**src/rtl/fitch_parsimony_down_pass_assert.svh**
```systemverilog
// Assertion macros for the Fitch down-pass block.
// Included by the top level; needs nothing else.
`ifndef FITCH_PARSIMONY_DOWN_PASS_ASSERT_SVH
`define FITCH_PARSIMONY_DOWN_PASS_ASSERT_SVH
`ifndef ASSERT_OFF
`define FPDP_ASSERT(lbl, clk, rstn, prop, msg) \
  lbl: assert property (@(posedge clk) disable iff (!rstn) prop) else $error(msg);
`define FPDP_ASSERT_NEVER(lbl, clk, rstn, cond, msg) \
  lbl: assert property (@(posedge clk) disable iff (!rstn) !(cond)) else $error(msg);
`else
`define FPDP_ASSERT(lbl, clk, rstn, prop, msg)
`define FPDP_ASSERT_NEVER(lbl, clk, rstn, cond, msg)
`endif
`endif

```
**src/rtl/fpdp_pkg.sv**
```systemverilog
// Shared types, constants and helpers for the Fitch down-pass block.
// No dependencies.
`default_nettype none
package fpdp_pkg;

  localparam int NODES_DEF = 256;
  localparam int CHARS_DEF = 256;
  localparam int LANES_DEF = 16;

  localparam int MASK_W   = 8;
  localparam int WEIGHT_W = 8;
  localparam int CNT_W    = 9;
  localparam int CFG_W    = 9;
  localparam int PROD_W   = CNT_W + WEIGHT_W;
  localparam int GRP_LANES = 8;
  localparam int GRP_W    = 20;
  localparam int LEN_W    = 24;

  localparam logic [CNT_W-1:0] CNT_MAX        = 9'd511;
  localparam logic [LEN_W-1:0] LEN_MAX        = 24'hFF_FFFF;
  localparam logic [CFG_W-1:0] CHAR_COUNT_RST = 9'd256;

  typedef enum logic [1:0] {
    ACT_LOAD    = 2'd0,
    ACT_WEIGHT  = 2'd1,
    ACT_COMBINE = 2'd2,
    ACT_FINISH  = 2'd3
  } action_e;

  typedef struct packed {
    action_e             action;
    logic [7:0]          node_index;
    logic [7:0]          first_child;
    logic [7:0]          second_child;
    logic [7:0]          partner_node;
    logic [7:0]          char_index;
    logic [MASK_W-1:0]   state_mask;
    logic [WEIGHT_W-1:0] weight;
  } in_item_t;

  typedef struct packed {
    logic [LEN_W-1:0] tree_length;
    logic             saturated;
  } out_item_t;

  // Per-word control from the sequencer to the lane unit
  typedef struct packed {
    logic finish;
    logic a_ok;
    logic b_ok;
  } lane_ctl_t;

  // Index width for n entries, at least one bit
  function automatic int idx_w(input int n);
    idx_w = (n > 1) ? $clog2(n) : 1;
  endfunction

endpackage
`default_nettype wire

```
**src/rtl/fpdp_lane_unit.sv**
```systemverilog
// Shared lane unit: Fitch merge, count bump and weighted product per lane,
// with registered group sums. Uses fpdp_pkg.
`default_nettype none
module fpdp_lane_unit
  import fpdp_pkg::*;
#(
  parameter int LANES = LANES_DEF
) (
  input  logic                        clk_i,
  input  lane_ctl_t                   ctl_i,
  input  logic [LANES-1:0]            lane_en_i,
  input  logic [LANES*MASK_W-1:0]     mask_a_i,
  input  logic [LANES*MASK_W-1:0]     mask_b_i,
  input  logic [LANES*CNT_W-1:0]      counts_i,
  input  logic [LANES*WEIGHT_W-1:0]   weights_i,
  output logic [LANES*MASK_W-1:0]     merged_o,
  output logic [LANES*CNT_W-1:0]      counts_o,
  output logic [LEN_W-1:0]            lane_sum_o
);

  localparam int GROUPS = (LANES + GRP_LANES - 1) / GRP_LANES;

  logic [PROD_W-1:0] prod [LANES];
  logic [GRP_W-1:0]  grp_d [GROUPS];
  logic [GRP_W-1:0]  grp_q [GROUPS];

  always_comb begin
    logic [MASK_W-1:0] ma;
    logic [MASK_W-1:0] mb;
    logic [MASK_W-1:0] both;
    logic [CNT_W-1:0]  cnt;
    logic [CNT_W-1:0]  bumped;
    logic              chg;
    for (int l = 0; l < LANES; l++) begin
      ma   = ctl_i.a_ok ? mask_a_i[l*MASK_W +: MASK_W] : '0;
      mb   = ctl_i.b_ok ? mask_b_i[l*MASK_W +: MASK_W] : '0;
      both = ma & mb;
      chg  = (both == '0);
      merged_o[l*MASK_W +: MASK_W] = chg ? (ma | mb) : both;
      cnt    = counts_i[l*CNT_W +: CNT_W];
      bumped = (lane_en_i[l] && chg && (cnt != CNT_MAX)) ? cnt + CNT_W'(1) : cnt;
      counts_o[l*CNT_W +: CNT_W] = bumped;
      prod[l] = (ctl_i.finish && lane_en_i[l])
              ? PROD_W'(bumped) * PROD_W'(weights_i[l*WEIGHT_W +: WEIGHT_W])
              : '0;
    end
  end

  // Up to eight products per group
  always_comb begin
    for (int g = 0; g < GROUPS; g++) begin
      grp_d[g] = '0;
      for (int k = 0; k < GRP_LANES; k++) begin
        if (g*GRP_LANES + k < LANES) begin
          grp_d[g] = grp_d[g] + GRP_W'(prod[g*GRP_LANES + k]);
        end
      end
    end
  end

  always_ff @(posedge clk_i) begin
    grp_q <= grp_d;
  end

  always_comb begin
    lane_sum_o = '0;
    for (int g = 0; g < GROUPS; g++) begin
      lane_sum_o = lane_sum_o + LEN_W'(grp_q[g]);
    end
  end

endmodule
`default_nettype wire

```
**config.mk**
```make
export PLATFORM = sky130hd
export DESIGN_NAME = fpdp_lane_unit
export DESIGN_NICKNAME = d
export VERILOG_FILES = /design/src/rtl/fitch_parsimony_down_pass_assert.svh /design/src/rtl/fpdp_pkg.sv /design/src/rtl/fpdp_lane_unit.sv
export SDC_FILE = /design/constraint.sdc
export NUM_CORES = 2
export LEC_CHECK = 0
export BUFFER_PORTS_ARGS = -buffer_cell sky130_fd_sc_hd__buf_2
export CORE_AREA = 4 4 323 325
export CTS_BUF_LIST = sky130_fd_sc_hd__clkbuf_8
export CTS_CLUSTER_DIAMETER = 60
export DETAILED_ROUTE_END_ITERATION = 10
export DIE_AREA = 0 0 327 329
export PLACE_DENSITY_LB_ADDON = 0.2
export SLEW_MARGIN = 20
export SYNTH_ARGS = -nofsm -noshare
export SYNTH_HDL_FRONTEND = slang
export SYNTH_SLANG_ARGS = --single-unit
```
**constraint.sdc**
```tcl
create_clock -name clk_i -period 11.4 [get_ports clk_i]
set_input_delay 0.57 -clock clk_i [delete_from_list [all_inputs] [get_ports clk_i]]
set_output_delay 0.57 -clock clk_i [all_outputs]
set_load 0.005 [all_outputs]
```
==> summary.md <==
| Metric | Value |
|---|---|
| Final setup viols | 0 |
| Post-DP Area | 57900 um^2 |
| Post-route setup TNS | 0 ns |
| Asr flop ratio synth | 0 |
| First-pass GRT wire length | 284000 um |
| Top Registers | grp_q: 40 flops |
| Pint | 6240 uW |
| Max reg flops | 40 |
| Share of cells above drive strength 1 | 0.143 |
| Multi-input combinational cell area | 46300 um^2 |
| Port Buffers | 840 |
| CP arrival | 10.58 ns |
| Period utilisation layout | 0.908 |
| Power share of the sequential group | 0.023 |
| Chip width | 327 um |
| Vias after detailed routing | 46900 |
| RSZ-0062 raised after global routing | false |
| WL met3 | 16000 um |
| Synthesized area per cell | 8.26 um^2 |
| Area Growth Syn to Fin | 11.1% |
| Die Height | 329 um |
| Detail Route Antenna Nets | 0 |
| Largest net degree at the start of global routing | 79 |
| Register area | 801 um^2 |
| Post-route DRC | 0 |
| Max Cap Viol | 0 |
| Final Core Density | 0.573 |
| Final hold vios | 0 |
| CTS resizes | 0 |
| Hold Buf Count CTS | 0 |
| Final Slew Violations | 0 |
| Design area | 58200 um^2 |
| Crit path required time | 11.62 ns |
| Crit path top cell by count | fa_1 |
| Drt first pass iters | 6 |
| Highest metal used | met5 |
| Tmin final | 10.36 ns |
| Post-DP HPWL | 164000 um |
| Grt ovf | 0 |
| First-iteration detailed-routing DRC count | 2968 |
| Initial Utilization | 0.516 |
| Row count | 117 |
| CTS tree | built |
| I/O pins | 844 |
| Status | finished, final reports clean |
| Sw frac | 0.572 |
| Clock network power share | 0.006 |
| Mapped cell area | 52400 um^2 |
| Post-synth EDFFs | 0 |
| Critical path class | input pin to register |
| Logic pwr share | 0.970 |
| Die area | 108000 um^2 |
| Yosys cell types | 85 |
| WL final | 187000 um |
| Largest register by flop count | grp_q |
| Initial antenna violation count | 105 |
| Crit end category | register |
| CORE AREA | 101000 um^2 |
| Most frequent cells in the layout | 1228 x inv_1, 897 x nand2_1, 875 x fa_1, 838 x buf_2, 684 x ha_1 |
| Post-DR wirelength/cell | 22.0 um |
| Sequential cell area fraction in the yosys report | 0.0153 |
| Root buffer cell | clkbuf_8 |
| Cts bufs inserted | 5 |
| Setup Buffers After CTS | 0 |
| Filler Cell Count | 9638 |
| Met2 wire length | 83700 um |
| Final layout net count | 9173 |
| Vias in the first global route | 47300 |
| Synth top area share | 0.335 |
| Leakage | 0.0306 uW |
| Worst path max stage delay | 0.76 ns |
| CTS sink cnt | 40 |
| Yosys reg bits | 40 |
| Synth area leader | fa_1 |
| Vias/cell | 5.52 |
| CP max-delay cell | nor4_1 |
| H-tree depth | 2 |
| Pwr/cell area | 251 nW/um^2 |
| Slew margin rel. | 0.182 |
| M1 wire length | 73600 um |
| Most common cell after layout, fill and taps aside | inv_1 |
| Synth area leaders | fa_1 33%, ha_1 16%, inv_1 8.8% |
| Clock-pin slew on the worst setup and hold paths | 0.08 ns |
| Min-delay worst type | input pin to register |
| Fmax | 96.6 MHz |
| Peak supply drop | 0.000546 V |
| Deepest clock path buffer count | 2 |
| Commonest register cell after synthesis | dfxtp_1 |
| Slew @ Worst Pin | 1.22 ns |
| Gpl congestion | 1.05 |
| Synthesized instance count | 6337 |
| Crit path launch type | input pin |
| GRT Resource Usage Total | 0.344 |
| YS warnings | 0 |
| Crit Path Max Fanout | 9 |
| P_sw | 8360 uW |
-- final timing paths --
kind	depth (start not counted)	slack (ns)	from	end
worst min-delay path	4	1.07	weights_i[0]	grp_q[20]
worst max-delay path	37	1.04	counts_i[63]	grp_q[38]
-- per-stage QoR --
step	setup WS, ns	std cells	hold WS (ns)	power, uW
floorplan	1.91	6339	0.940	10700
global placement	1.01	8427	1.25	14300
detailed placement	0.909	8427	1.25	14400
CTS	1.18	8435	1.04	14600
global route	0.396	8485	1.09	16500
finish	1.04	8503	1.07	14600
-- layout make-up --
cell class,instances,area share
inverters,1227,0.0792
multi-input cells,4915,0.796
diodes,68,0.00292
clock buffers,6,0.00142
repair buffers,877,0.0771
flip-flops and latches,40,0.0138
well taps,1368,0.0294
clock inverters,2,0.000194
-- critical path: cells and delay by family --
| family | cells | cell delay, ns |
|---|---|---|
| adders and majority gates | 12 | 5.17 |
| and+or+nand+nor | 10 | 2.31 |
| AOI/OAI and AO/OA | 9 | 1.62 |
| xor gates and xnor gates | 2 | 0.59 |
| buffers and inverters | 4 | 0.28 |
-- power groups by stage --
stage	clock (uW)	combinational, uW	sequential (uW)
3_3_place_gp	0	13900	349
3_5_place_dp	0	14100	348
2_1_floorplan	0	10400	331
5_1_grt	104	16000	348
4_1_cts	97.8	14100	345
6_report	94.9	14200	342
-- routing by layer --
layer  vias up  GRT usage
met5         -          0
li1      21600          -
met3       386     0.0889
met2      1791      0.541
met4        36      0.209
met1     23100      0.427
-- cells in the mapped netlist (70+ instances only) --
master / count
a22oi_1: 122
nor2_1: 255
ha_1: 684
nor2b_1: 154
a21o_1: 70
fa_1: 875
xor2_1: 106
nand2_1: 897
a21oi_1: 218
xnor2_1: 162
and3_1: 82
buf_1: 71
a32o_1: 72
and2_1: 527
inv_1: 1227
o21ai_0: 124
-- cells by family after synthesis --
family | count (synthesis) | synth area share
simple gates | 2176 | 0.208
flops | 40 | 0.0153
other cells | 1 | 0.0000716
xor+xnor | 311 | 0.0593
compound gates | 833 | 0.111
mux | 33 | 0.00693
fa+ha+maj | 1559 | 0.498
buf+inv | 1384 | 0.100
No activity file was read; power rests on OpenSTA's default activity.
